$ cat config.mk
export PLATFORM = sky130hd
export DESIGN_NAME = sha256_byte_stream_hasher_unit
export DESIGN_NICKNAME = d
export VERILOG_FILES = /design/src/design/shabsh_pkg.sv /design/src/design/shabsh_ctrl.sv /design/src/design/shabsh_dp.sv /design/src/design/sha256_byte_stream_hasher_unit.sv
export SDC_FILE = /design/constraint.sdc
export NUM_CORES = 2
export LEC_CHECK = 0
export BUFFER_PORTS_ARGS = -buffer_cell sky130_fd_sc_hd__buf_2
export CAP_MARGIN = 20
export CELL_PAD_IN_SITES_DETAIL_PLACEMENT = 1
export CELL_PAD_IN_SITES_GLOBAL_PLACEMENT = 1
export CORE_UTILIZATION = 45
export DETAILED_ROUTE_END_ITERATION = 8
export PLACE_DENSITY_LB_ADDON = 0.15
export SYNTH_ARGS = -nofsm -noshare
export SYNTH_HDL_FRONTEND = slang
export SYNTH_HIERARCHICAL = 1
export SYNTH_SLANG_ARGS = --single-unit
$ cat constraint.sdc
create_clock -name clock -period 7.8 [get_ports clock]
set_input_delay 0.39 -clock clock [delete_from_list [all_inputs] [get_ports clock]]
set_output_delay 0.39 -clock clock [all_outputs]
set_load 0.02 [all_outputs]
$ cat src/design/shabsh_pkg.sv
`default_nettype none

package shabsh_pkg;

   localparam int unsigned WORD_W       = 32;
   localparam int unsigned BLOCK_WORDS  = 16;
   localparam int unsigned ROUNDS       = 64;
   localparam int unsigned DIGEST_WORDS = 8;
   localparam int unsigned TOTAL_W      = 61;

   typedef logic [WORD_W-1:0] word_type;

   localparam logic [5:0] ROUND_LAST  = 6'(ROUNDS - 1);
   localparam logic [2:0] DIGEST_LAST = 3'(DIGEST_WORDS - 1);
   localparam logic [5:0] BLOCK_FULL  = 6'd63;
   localparam logic [5:0] LEN_START   = 6'd56;
   localparam logic [7:0] PAD_MARK    = 8'h80;

   localparam word_type INIT_HASH [DIGEST_WORDS] = '{
      32'h6a09e667, 32'hbb67ae85, 32'h3c6ef372, 32'ha54ff53a,
      32'h510e527f, 32'h9b05688c, 32'h1f83d9ab, 32'h5be0cd19
   };

   typedef enum logic [2:0] {
      ST_IDLE,
      ST_PAD,
      ST_CLEAR,
      ST_LEN,
      ST_INIT,
      ST_ROUND,
      ST_UPDATE,
      ST_SEND
   } state_type;

   // What follows once a compression finishes.
   typedef enum logic [1:0] {
      AFTER_DATA,
      AFTER_PAD,
      AFTER_FINAL
   } after_type;

   typedef struct packed {
      logic       load_byte;
      logic       pad;
      logic       clear;
      logic       load_len;
      logic       init;
      logic       round;
      logic [5:0] k_idx;
      logic       update;
      logic       rotate;
      logic       restart;
   } cmd_type;

   typedef struct packed {
      logic block_full;
      logic pad_two;
   } status_type;

   function automatic word_type rotr(input word_type v, input int unsigned n);
      return (v >> n) | (v << (WORD_W - n));
   endfunction

   function automatic word_type big_sig0(input word_type v);
      return rotr(v, 2) ^ rotr(v, 13) ^ rotr(v, 22);
   endfunction

   function automatic word_type big_sig1(input word_type v);
      return rotr(v, 6) ^ rotr(v, 11) ^ rotr(v, 25);
   endfunction

   function automatic word_type small_sig0(input word_type v);
      return rotr(v, 7) ^ rotr(v, 18) ^ (v >> 3);
   endfunction

   function automatic word_type small_sig1(input word_type v);
      return rotr(v, 17) ^ rotr(v, 19) ^ (v >> 10);
   endfunction

   function automatic word_type round_k(input logic [5:0] idx);
      word_type k;
      case (idx)
         6'd0:  k = 32'h428a2f98;
         6'd1:  k = 32'h71374491;
         6'd2:  k = 32'hb5c0fbcf;
         6'd3:  k = 32'he9b5dba5;
         6'd4:  k = 32'h3956c25b;
         6'd5:  k = 32'h59f111f1;
         6'd6:  k = 32'h923f82a4;
         6'd7:  k = 32'hab1c5ed5;
         6'd8:  k = 32'hd807aa98;
         6'd9:  k = 32'h12835b01;
         6'd10: k = 32'h243185be;
         6'd11: k = 32'h550c7dc3;
         6'd12: k = 32'h72be5d74;
         6'd13: k = 32'h80deb1fe;
         6'd14: k = 32'h9bdc06a7;
         6'd15: k = 32'hc19bf174;
         6'd16: k = 32'he49b69c1;
         6'd17: k = 32'hefbe4786;
         6'd18: k = 32'h0fc19dc6;
         6'd19: k = 32'h240ca1cc;
         6'd20: k = 32'h2de92c6f;
         6'd21: k = 32'h4a7484aa;
         6'd22: k = 32'h5cb0a9dc;
         6'd23: k = 32'h76f988da;
         6'd24: k = 32'h983e5152;
         6'd25: k = 32'ha831c66d;
         6'd26: k = 32'hb00327c8;
         6'd27: k = 32'hbf597fc7;
         6'd28: k = 32'hc6e00bf3;
         6'd29: k = 32'hd5a79147;
         6'd30: k = 32'h06ca6351;
         6'd31: k = 32'h14292967;
         6'd32: k = 32'h27b70a85;
         6'd33: k = 32'h2e1b2138;
         6'd34: k = 32'h4d2c6dfc;
         6'd35: k = 32'h53380d13;
         6'd36: k = 32'h650a7354;
         6'd37: k = 32'h766a0abb;
         6'd38: k = 32'h81c2c92e;
         6'd39: k = 32'h92722c85;
         6'd40: k = 32'ha2bfe8a1;
         6'd41: k = 32'ha81a664b;
         6'd42: k = 32'hc24b8b70;
         6'd43: k = 32'hc76c51a3;
         6'd44: k = 32'hd192e819;
         6'd45: k = 32'hd6990624;
         6'd46: k = 32'hf40e3585;
         6'd47: k = 32'h106aa070;
         6'd48: k = 32'h19a4c116;
         6'd49: k = 32'h1e376c08;
         6'd50: k = 32'h2748774c;
         6'd51: k = 32'h34b0bcb5;
         6'd52: k = 32'h391c0cb3;
         6'd53: k = 32'h4ed8aa4a;
         6'd54: k = 32'h5b9cca4f;
         6'd55: k = 32'h682e6ff3;
         6'd56: k = 32'h748f82ee;
         6'd57: k = 32'h78a5636f;
         6'd58: k = 32'h84c87814;
         6'd59: k = 32'h8cc70208;
         6'd60: k = 32'h90befffa;
         6'd61: k = 32'ha4506ceb;
         6'd62: k = 32'hbef9a3f7;
         6'd63: k = 32'hc67178f2;
      endcase
      return k;
   endfunction

endpackage

`default_nettype wire

$ cat src/design/shabsh_ctrl.sv
`default_nettype none

module shabsh_ctrl (
   input  wire logic                   clock,
   input  wire logic                   reset,
   input  wire logic                   req_valid,
   output logic                        req_ready,
   input  wire logic                   req_byte_present,
   input  wire logic                   req_message_end,
   output logic                        rsp_valid,
   input  wire logic                   rsp_ready,
   output logic                        rsp_digest_last,
   input  wire shabsh_pkg::status_type status,
   output shabsh_pkg::cmd_type         cmd
);
   import shabsh_pkg::*;

   state_type  state_ff, state_in;
   after_type  after_ff, after_in;
   logic       last_pend_ff, last_pend_in;
   logic [5:0] cnt_ff, cnt_in;

   always_comb begin
      state_in     = state_ff;
      after_in     = after_ff;
      last_pend_in = last_pend_ff;
      cnt_in       = cnt_ff;
      unique case (state_ff)
         ST_IDLE: begin
            if (req_valid) begin
               last_pend_in = req_message_end;
               if (req_byte_present && status.block_full) begin
                  after_in = AFTER_DATA;
                  state_in = ST_INIT;
               end else if (req_message_end) begin
                  state_in = ST_PAD;
               end
            end
         end
         ST_PAD: begin
            // Marker landed too late for the length field: one extra block.
            if (status.pad_two) begin
               after_in = AFTER_PAD;
               state_in = ST_INIT;
            end else begin
               state_in = ST_LEN;
            end
         end
         ST_CLEAR: begin
            state_in = ST_LEN;
         end
         ST_LEN: begin
            after_in = AFTER_FINAL;
            state_in = ST_INIT;
         end
         ST_INIT: begin
            cnt_in   = '0;
            state_in = ST_ROUND;
         end
         ST_ROUND: begin
            cnt_in = cnt_ff + 6'd1;
            if (cnt_ff == ROUND_LAST) begin
               state_in = ST_UPDATE;
            end
         end
         ST_UPDATE: begin
            unique case (after_ff)
               AFTER_DATA:  state_in = last_pend_ff ? ST_PAD : ST_IDLE;
               AFTER_PAD:   state_in = ST_CLEAR;
               AFTER_FINAL: begin
                  cnt_in   = '0;
                  state_in = ST_SEND;
               end
               default:     state_in = ST_IDLE;
            endcase
         end
         ST_SEND: begin
            if (rsp_ready) begin
               cnt_in = cnt_ff + 6'd1;
               if (cnt_ff[2:0] == DIGEST_LAST) begin
                  state_in = ST_IDLE;
               end
            end
         end
         default: state_in = ST_IDLE;
      endcase
   end

   always_comb begin
      req_ready       = (state_ff == ST_IDLE);
      rsp_valid       = (state_ff == ST_SEND);
      rsp_digest_last = rsp_valid && (cnt_ff[2:0] == DIGEST_LAST);
      cmd.load_byte   = req_ready && req_valid && req_byte_present;
      cmd.pad         = (state_ff == ST_PAD);
      cmd.clear       = (state_ff == ST_CLEAR);
      cmd.load_len    = (state_ff == ST_LEN);
      cmd.init        = (state_ff == ST_INIT);
      cmd.round       = (state_ff == ST_ROUND);
      cmd.k_idx       = cnt_ff;
      cmd.update      = (state_ff == ST_UPDATE);
      cmd.rotate      = rsp_valid && rsp_ready;
      cmd.restart     = rsp_digest_last && rsp_ready;
   end

   always_ff @(posedge clock) begin
      if (reset) begin
         state_ff     <= ST_IDLE;
         after_ff     <= AFTER_DATA;
         last_pend_ff <= 1'b0;
         cnt_ff       <= '0;
      end else begin
         state_ff     <= state_in;
         after_ff     <= after_in;
         last_pend_ff <= last_pend_in;
         cnt_ff       <= cnt_in;
      end
   end

endmodule

`default_nettype wire

$ cat src/design/shabsh_dp.sv
`default_nettype none

module shabsh_dp (
   input  wire logic                clock,
   input  wire logic                reset,
   input  wire shabsh_pkg::cmd_type cmd,
   input  wire logic [7:0]          data_byte,
   output shabsh_pkg::status_type   status,
   output shabsh_pkg::word_type     digest_word
);
   import shabsh_pkg::*;

   // The block buffer doubles as the rolling message schedule window.
   word_type           win_ff   [BLOCK_WORDS];
   word_type           win_in   [BLOCK_WORDS];
   word_type           var_ff   [DIGEST_WORDS];
   word_type           var_in   [DIGEST_WORDS];
   word_type           chain_ff [DIGEST_WORDS];
   word_type           chain_in [DIGEST_WORDS];
   logic [TOTAL_W-1:0] total_ff, total_in;

   logic [5:0] pos;
   logic [1:0] lane;
   word_type   sched_new;
   word_type   t1;
   word_type   t2;
   word_type   ch;
   word_type   maj;

   assign pos  = total_ff[5:0];
   assign lane = ~pos[1:0];

   assign sched_new = small_sig1(win_ff[14]) + win_ff[9] + small_sig0(win_ff[1]) + win_ff[0];
   assign ch  = (var_ff[4] & var_ff[5]) ^ (~var_ff[4] & var_ff[6]);
   assign maj = (var_ff[0] & var_ff[1]) ^ (var_ff[0] & var_ff[2]) ^ (var_ff[1] & var_ff[2]);
   assign t1  = var_ff[7] + big_sig1(var_ff[4]) + ch + round_k(cmd.k_idx) + win_ff[0];
   assign t2  = big_sig0(var_ff[0]) + maj;

   always_comb begin
      logic [5:0] pidx;
      pidx     = '0;
      win_in   = win_ff;
      var_in   = var_ff;
      chain_in = chain_ff;
      total_in = total_ff;

      if (cmd.load_byte) begin
         win_in[pos[5:2]][{lane, 3'b000} +: 8] = data_byte;
         total_in = total_ff + TOTAL_W'(1);
      end

      if (cmd.pad) begin
         for (int w = 0; w < BLOCK_WORDS; w++) begin
            for (int l = 0; l < 4; l++) begin
               pidx = 6'(w * 4 + l);
               if (pidx == pos) begin
                  win_in[w][8*(3-l) +: 8] = PAD_MARK;
               end else if (pidx > pos) begin
                  win_in[w][8*(3-l) +: 8] = 8'h00;
               end
            end
         end
      end

      if (cmd.clear) begin
         for (int w = 0; w < BLOCK_WORDS; w++) begin
            win_in[w] = '0;
         end
      end

      if (cmd.load_len) begin
         win_in[BLOCK_WORDS-2] = total_ff[TOTAL_W-1:TOTAL_W-WORD_W];
         win_in[BLOCK_WORDS-1] = {total_ff[TOTAL_W-WORD_W-1:0], 3'b000};
      end

      if (cmd.init) begin
         var_in = chain_ff;
      end

      if (cmd.round) begin
         for (int w = 0; w < BLOCK_WORDS - 1; w++) begin
            win_in[w] = win_ff[w+1];
         end
         win_in[BLOCK_WORDS-1] = sched_new;
         for (int v = DIGEST_WORDS - 1; v > 0; v--) begin
            var_in[v] = var_ff[v-1];
         end
         var_in[4] = var_ff[3] + t1;
         var_in[0] = t1 + t2;
      end

      if (cmd.update) begin
         for (int v = 0; v < DIGEST_WORDS; v++) begin
            chain_in[v] = chain_ff[v] + var_ff[v];
         end
      end

      if (cmd.rotate) begin
         for (int v = 0; v < DIGEST_WORDS - 1; v++) begin
            chain_in[v] = chain_ff[v+1];
         end
         chain_in[DIGEST_WORDS-1] = chain_ff[0];
      end

      if (cmd.restart) begin
         chain_in = INIT_HASH;
         total_in = '0;
      end
   end

   always_ff @(posedge clock) begin
      if (reset) begin
         chain_ff <= INIT_HASH;
         total_ff <= '0;
      end else begin
         chain_ff <= chain_in;
         total_ff <= total_in;
      end
   end

   always_ff @(posedge clock) begin
      win_ff <= win_in;
      var_ff <= var_in;
   end

   assign status.block_full = (pos == BLOCK_FULL);
   assign status.pad_two    = (pos >= LEN_START);
   assign digest_word       = chain_ff[0];

endmodule

`default_nettype wire

$ cat src/design/sha256_byte_stream_hasher_unit.sv
`default_nettype none

// Channel    Direction  Handshake              Payload
// req_       in         req_valid/req_ready    data_byte, byte_present, message_end
// rsp_       out        rsp_valid/rsp_ready    digest_word, digest_last
//
// A byte that does not complete a block is taken while the unit stays idle.
// A byte that fills the 64th slot starts a compression: load, 64 rounds of the
// single round unit, and the chaining update.
// The end of a message pads and compresses the final block, with one more
// block when the length does not fit, then sends one word per cycle of rsp_ready.
// Reset returns to idle with the initial hash values and a zero byte count.
// No new transaction is taken while a block compresses or a digest is out.
module sha256_byte_stream_hasher_unit (
   input  wire logic        clock,
   input  wire logic        reset,
   input  wire logic        req_valid,
   output logic             req_ready,
   input  wire logic [7:0]  req_data_byte,
   input  wire logic        req_byte_present,
   input  wire logic        req_message_end,
   output logic             rsp_valid,
   input  wire logic        rsp_ready,
   output logic [31:0]      rsp_digest_word,
   output logic             rsp_digest_last
);
   import shabsh_pkg::*;

   cmd_type    cmd;
   status_type status;

   shabsh_ctrl u_ctrl (
      .clock            (clock),
      .reset            (reset),
      .req_valid        (req_valid),
      .req_ready        (req_ready),
      .req_byte_present (req_byte_present),
      .req_message_end  (req_message_end),
      .rsp_valid        (rsp_valid),
      .rsp_ready        (rsp_ready),
      .rsp_digest_last  (rsp_digest_last),
      .status           (status),
      .cmd              (cmd)
   );

   shabsh_dp u_dp (
      .clock       (clock),
      .reset       (reset),
      .cmd         (cmd),
      .data_byte   (req_data_byte),
      .status      (status),
      .digest_word (rsp_digest_word)
   );

endmodule

`default_nettype wire

# Yosys cells after proc, flatten, opt, wreduce, memory -nomap -nowiden

Memory sizes are Yosys's and may differ from the RTL's. A register that Yosys moved wholly into a read port is not among the register bits.
Index checks and enable logic that the tools add are counted.
W data, S select, Z words.

Register bits after elaboration: 1097
Output and inout bits: 35
Memories: 1
Word-level logic and storage cells: 418
Bits in read-only memories: 2048

Reductions and logical operators: 19
Equality and inequality tests: 83
Bitwise logic cells: 29
Shift-type cells: 2
Multiplexer cells: 159
Order comparisons: 67
$add $sub $neg: 21

Memory list:

| memory          | words | width | rd ports | clocked after Yosys merged registers in | wr ports | RTL line         | source |
|---|---|---|---|---|---|---|---|
| (no name shown) | 64    | 32    | 1        | 1                                       | 0        | shabsh_pkg.sv:82 | `case (idx)` |

Operators by type and width:

| operator                | number |
|---|---|
| $mux W512               | 4 |
| $mux W256               | 4 |
| $mux W8                 | 128 |
| $add A32 B32 Y32        | 18 |
| $bwmux W512             | 1 |
| $xor A32 B32 Y32        | 9 |
| $eq A6 B6 Y1 const A    | 32 |
| $gt A6 B6 Y1 const A    | 32 |
| $and A32 B32 Y32        | 5 |
| $demux W32 S4           | 1 |
| $eq A5 B6 Y1 const A    | 16 |
| $gt A5 B6 Y1 const A    | 16 |
| $mux W64                | 1 |
| $add A61 B1 Y61 const B | 1 |
| $eq A4 B6 Y1 const A    | 8 |
| $gt A4 B6 Y1 const A    | 8 |
| $mux W32                | 1 |
| $not A32 Y32            | 1 |
| $or A10 B32 Y32         | 1 |
| $or A13 B32 Y32         | 1 |
| $or A14 B32 Y32         | 1 |
| $or A15 B32 Y32         | 1 |
| $or A19 B32 Y32         | 1 |
| $or A21 B32 Y32         | 1 |
| other kinds (50)        | 88 |

# Depth between registers and ports, before layout

Word-level depth: 13
Depth in mapped cells: 40
Gate-level depth less buffers: 39

# Cells and area by module

Netlist, hierarchy kept.

By module, submodules not included:

| module      | area an instance (µm²) | times used | seq. area each (µm²) | cells an instance |
|---|---|---|---|---|
| shabsh_dp   | 75491.2                | 1          | 24363.4              | 8921 |
| shabsh_ctrl | 843.3                  | 1          | 240.2                | 110 |

# Worst setup path before layout

No wires, ideal clock.

Path kind: register to register
Start: reg, netlist name u_ctrl/cnt_ff[1]
End: reg u_dp/var_ff[254] in the netlist's numbering, data pin
Setup time: 0.260 ns
Path buffers: 2
Data arrival time: 7.748 ns
Setup slack: -0.208 ns
Data required time: 7.540 ns
Cell stages (with the launch flop): 36
Path through: dfxtp_1 -> clkbuf_1 -> inv_1 -> ha_1 -> clkbuf_1 -> inv_1 -> nand2_1 -> a31oi_1 -> mux4_2 -> fa_1 -> inv_1 -> ha_1 -> fa_1 -> a21o_1 -> a21oi_1 -> o211ai_1 -> and3_1 -> o21ai_0 -> nand2b_1 -> a21o_1 -> a21o_1 -> xor2_1 -> inv_1 -> fa_1 -> inv_1 -> ha_1 -> nand2_1 -> nor3_1 -> a31oi_2 -> o22ai_1 -> o221a_1 -> o31a_1 -> nor4_2 -> o41ai_1 -> xor2_1 -> mux2_2

RTL lines:

| item                 | RTL line         | source |
|---|---|---|
| end signal, assigned | shabsh_dp.sv:123 | `var_ff <= var_in;` |
| end, declared        | shabsh_dp.sv:16  | `word_type var_ff [DIGEST_WORDS];` |

==> impl_metrics.json <==
{
  "max_slew_margin_pct": 18.0,
  "outcome": "finished clean",
  "grt_usage_pct": 37.0,
  "clock_path_buffers": 3,
  "clk_latency_ns": 0.80,
  "synth_cell_type_count": 109,
  "dieHeight_um": 414,
  "core-area_sq_um": 168000,
  "min_period_ns": 7.61,
  "hold_path_class": "input pin to flip-flop",
  "dieArea_sq_um": 171000,
  "cts_tree": "built",
  "synthFlopType": "dfxtp_1",
  "cts-buffers-inserted": 138,
  "cpMostUsedCell": "buf_4",
  "grt_overflow_total": 0,
  "p_int_mw": 12.3,
  "stdcell_count": 11400,
  "clkPwrFrac_pct": 35.7,
  "arrival_ns": 8.16,
  "avgSynthCellArea_sq_um": 8.45,
  "top_usage_layer": "met1",
  "syn_nets": 9642,
  "comb_power_share_pct": 32.3,
  "max_cap_violations": 0,
  "peakVddDrop_mv": 0.252,
  "final_area_sq_um": 86000,
  "rsz0062_at_grt": "true",
  "num_rows": 150,
  "routedWlPerCell_um": 28.3,
  "start_util_pct": 45.5,
  "path_buf_inv": 9,
  "fin_hold_ws_ns": 0.0549,
  "worstMarginPinSlew_ns": 1.22,
  "end_kind": "flip-flop",
  "synth_seq_cells": 1097,
  "die_w_um": 414,
  "wl_um": 324000,
  "ys_warn_count": 6,
  "period_share_pct": 97.6,
  "skew_ns": 0.0320,
  "power_mw": 18.8,
  "port_buffers": 48,
  "swShare_pct": 34.5,
  "detail_route.iter0.violations": 6782,
  "slowest_stage": "fa_1",
  "layout_common_cells": "nand2_1, o21ai_0, dfxtp_1, a21oi_1, nor2_1",
  "gp_congestion": 0.995,
  "dpl_cell_area_sq_um": 80500,
  "cts_htree_levels": 4,
  "cp_top_family": "compound AO/OA/AOI/OAI gates",
  "final.setup.worst_slack_ns": 0.187,
  "dp_hpwl_um": 243000,
  "p_leak_nw": 32.4,
  "synth_cells": 9031,
  "cts_sinks": 1097,
  "antenna_left": 0,
  "cts_root_buf": "clkbuf_16",
  "grt_max_degree": 178,
  "fmax_ghz": 0.131,
  "cts.clk_slew.worst_paths_ns": 0.06,
  "grt_pass1_wl_um": 471000,
  "switching_power_mw": 6.47,
  "seqPwrFrac_pct": 32.0,
  "max_stage_delay_ns": 0.55,
  "grt_util_met1_pct": 54.0,
  "ys_async_sr_fraction_pct": 0,
  "synth_edf_count": 264,
  "use_met3_pct": 8.50,
  "final_common_cell": "nand2_1",
  "worstPathRequired_ns": 8.35,
  "setup_viol": 0,
  "route.detailed.drc": 0,
  "fin_util_pct": 51.2,
  "start_kind": "flip-flop",
  "vias": 70900,
  "antenna_found_initial": 13,
  "critPathKind": "flip-flop to flip-flop",
  "path_max_fanout": 8,
  "slew_viol_final": 0,
  "area_growth_pct": 12.6,
  "grt_use_met2_pct": 53.4,
  "fin_setup_tns_ns": 0,
  "dp_cells": 11200,
  "dpl_worst_slack_ns": -0.351,
  "hold_viol_final": 0,
  "yosysSeqAreaShare_pct": 32.2,
  "fin_nets": 9731,
  "drive_gt1_share_pct": 12.0,
  "grt_pass1_vias": 70600,
  "io_pins": 49,
  "vias_per_cell": 6.20,
  "first_pass_iters": 6,
  "netlist_area_sq_um": 76300,
  "power_density_nw_per_um2": 218
}
## kinds of logic after synthesis
family,synth area share [%]
muxes,9.31
buffers and inverters,5.41
xor gates and xnor gates,7.04
DFF,32.2
adders and majority gates,11.7
and+or+nand+nor,13.3
AOI/OAI and AO/OA,20.9
## registers in the layout, summed over array words and instances (netlist names)
signal,flops
u_ctrl/last_pend_ff,1
u_dp/digest_word,32
u_dp/var_ff,256
u_dp/win_ff,512
u_ctrl/after_ff,2
u_dp/total_ff,61
u_dp/chain_ff,224
u_ctrl/cnt_ff,6
u_ctrl/state_ff,3
## routing by layer
layer  vias up  wire, um
met5         -       242
met4        10      9960
met3       504     28800
met2      2609    135000
met1     35900    150000
li1      31900         -
## worst paths after layout
path               startpoint          endpoint  slack (ns)  depth (start not counted)
min reg2reg   u_dp/win_ff[10]   u_dp/win_ff[42]        0.45                          2
min                     reset  u_ctrl/cnt_ff[2]        0.05                          2
max          u_ctrl/cnt_ff[2]  u_dp/var_ff[253]        0.19                         36
max reg2reg  u_ctrl/cnt_ff[2]  u_dp/var_ff[253]        0.19                         36
## power groups by stage
stage               Clock, mW  Sequential, mW  Combinational [mW]
CTS                      6.77            6.00                5.68
detailed placement          0            6.12                5.52
global placement            0            6.12                5.37
finish                   6.69            6.01                6.05
floorplan                   0            6.05                3.55
global route             6.98            6.01                6.48
## worst register-to-register path, delay by kind of cell (launching register included)
family	cells	cell delay [ns]
AOI/OAI and AO/OA	16	3.10
adders and majority gates	5	1.97
buffers and inverters	9	1.14
DFF	1	0.38
and+or+nand+nor	3	0.27
xor gates and xnor gates	2	0.27
muxes	1	0.26
## area by class of cell
type,instances,area [sq um]
flip-flops and latches,1097,24600
multi-input cells,6872,48200
inverters,527,1990
clock buffers,202,4080
well taps,2204,2760
repair buffers,484,3770
clock inverters,51,567
diodes,3,7.51
fillers,19700,81800
## repair_timing
action                                  in CTS  in global routing
endpoints found under the setup margin      11                 17
pin swaps                                    7                 38
hold endpoints to repair                     2                  0
setup buffers                                5                  9
hold buffers                                 3                  0
resized for setup                           27                 77
## synthesized netlist by cell type, drive strengths merged, types with 69 or more instances
cell | count | area share (%)
nor2b | 83 | 0.68
mux2i | 417 | 5.5
dfxtp | 833 | 22
nand2b | 69 | 0.57
xor2 | 237 | 2.7
buf | 110 | 0.73
o211ai | 81 | 0.80
nor3 | 94 | 0.62
edfxtp | 264 | 10
mux2 | 246 | 3.6
a211oi | 74 | 0.73
fa | 195 | 5.1
nand2 | 1022 | 5.0
a21oi | 835 | 5.5
ha | 402 | 6.6
inv | 521 | 2.6
nand3 | 120 | 0.79
xnor2 | 377 | 4.3
nor2 | 700 | 3.4
a21o | 214 | 2.1
clkbuf | 425 | 2.1
o21ai | 885 | 5.8
(Power assumes the default switching activity.)
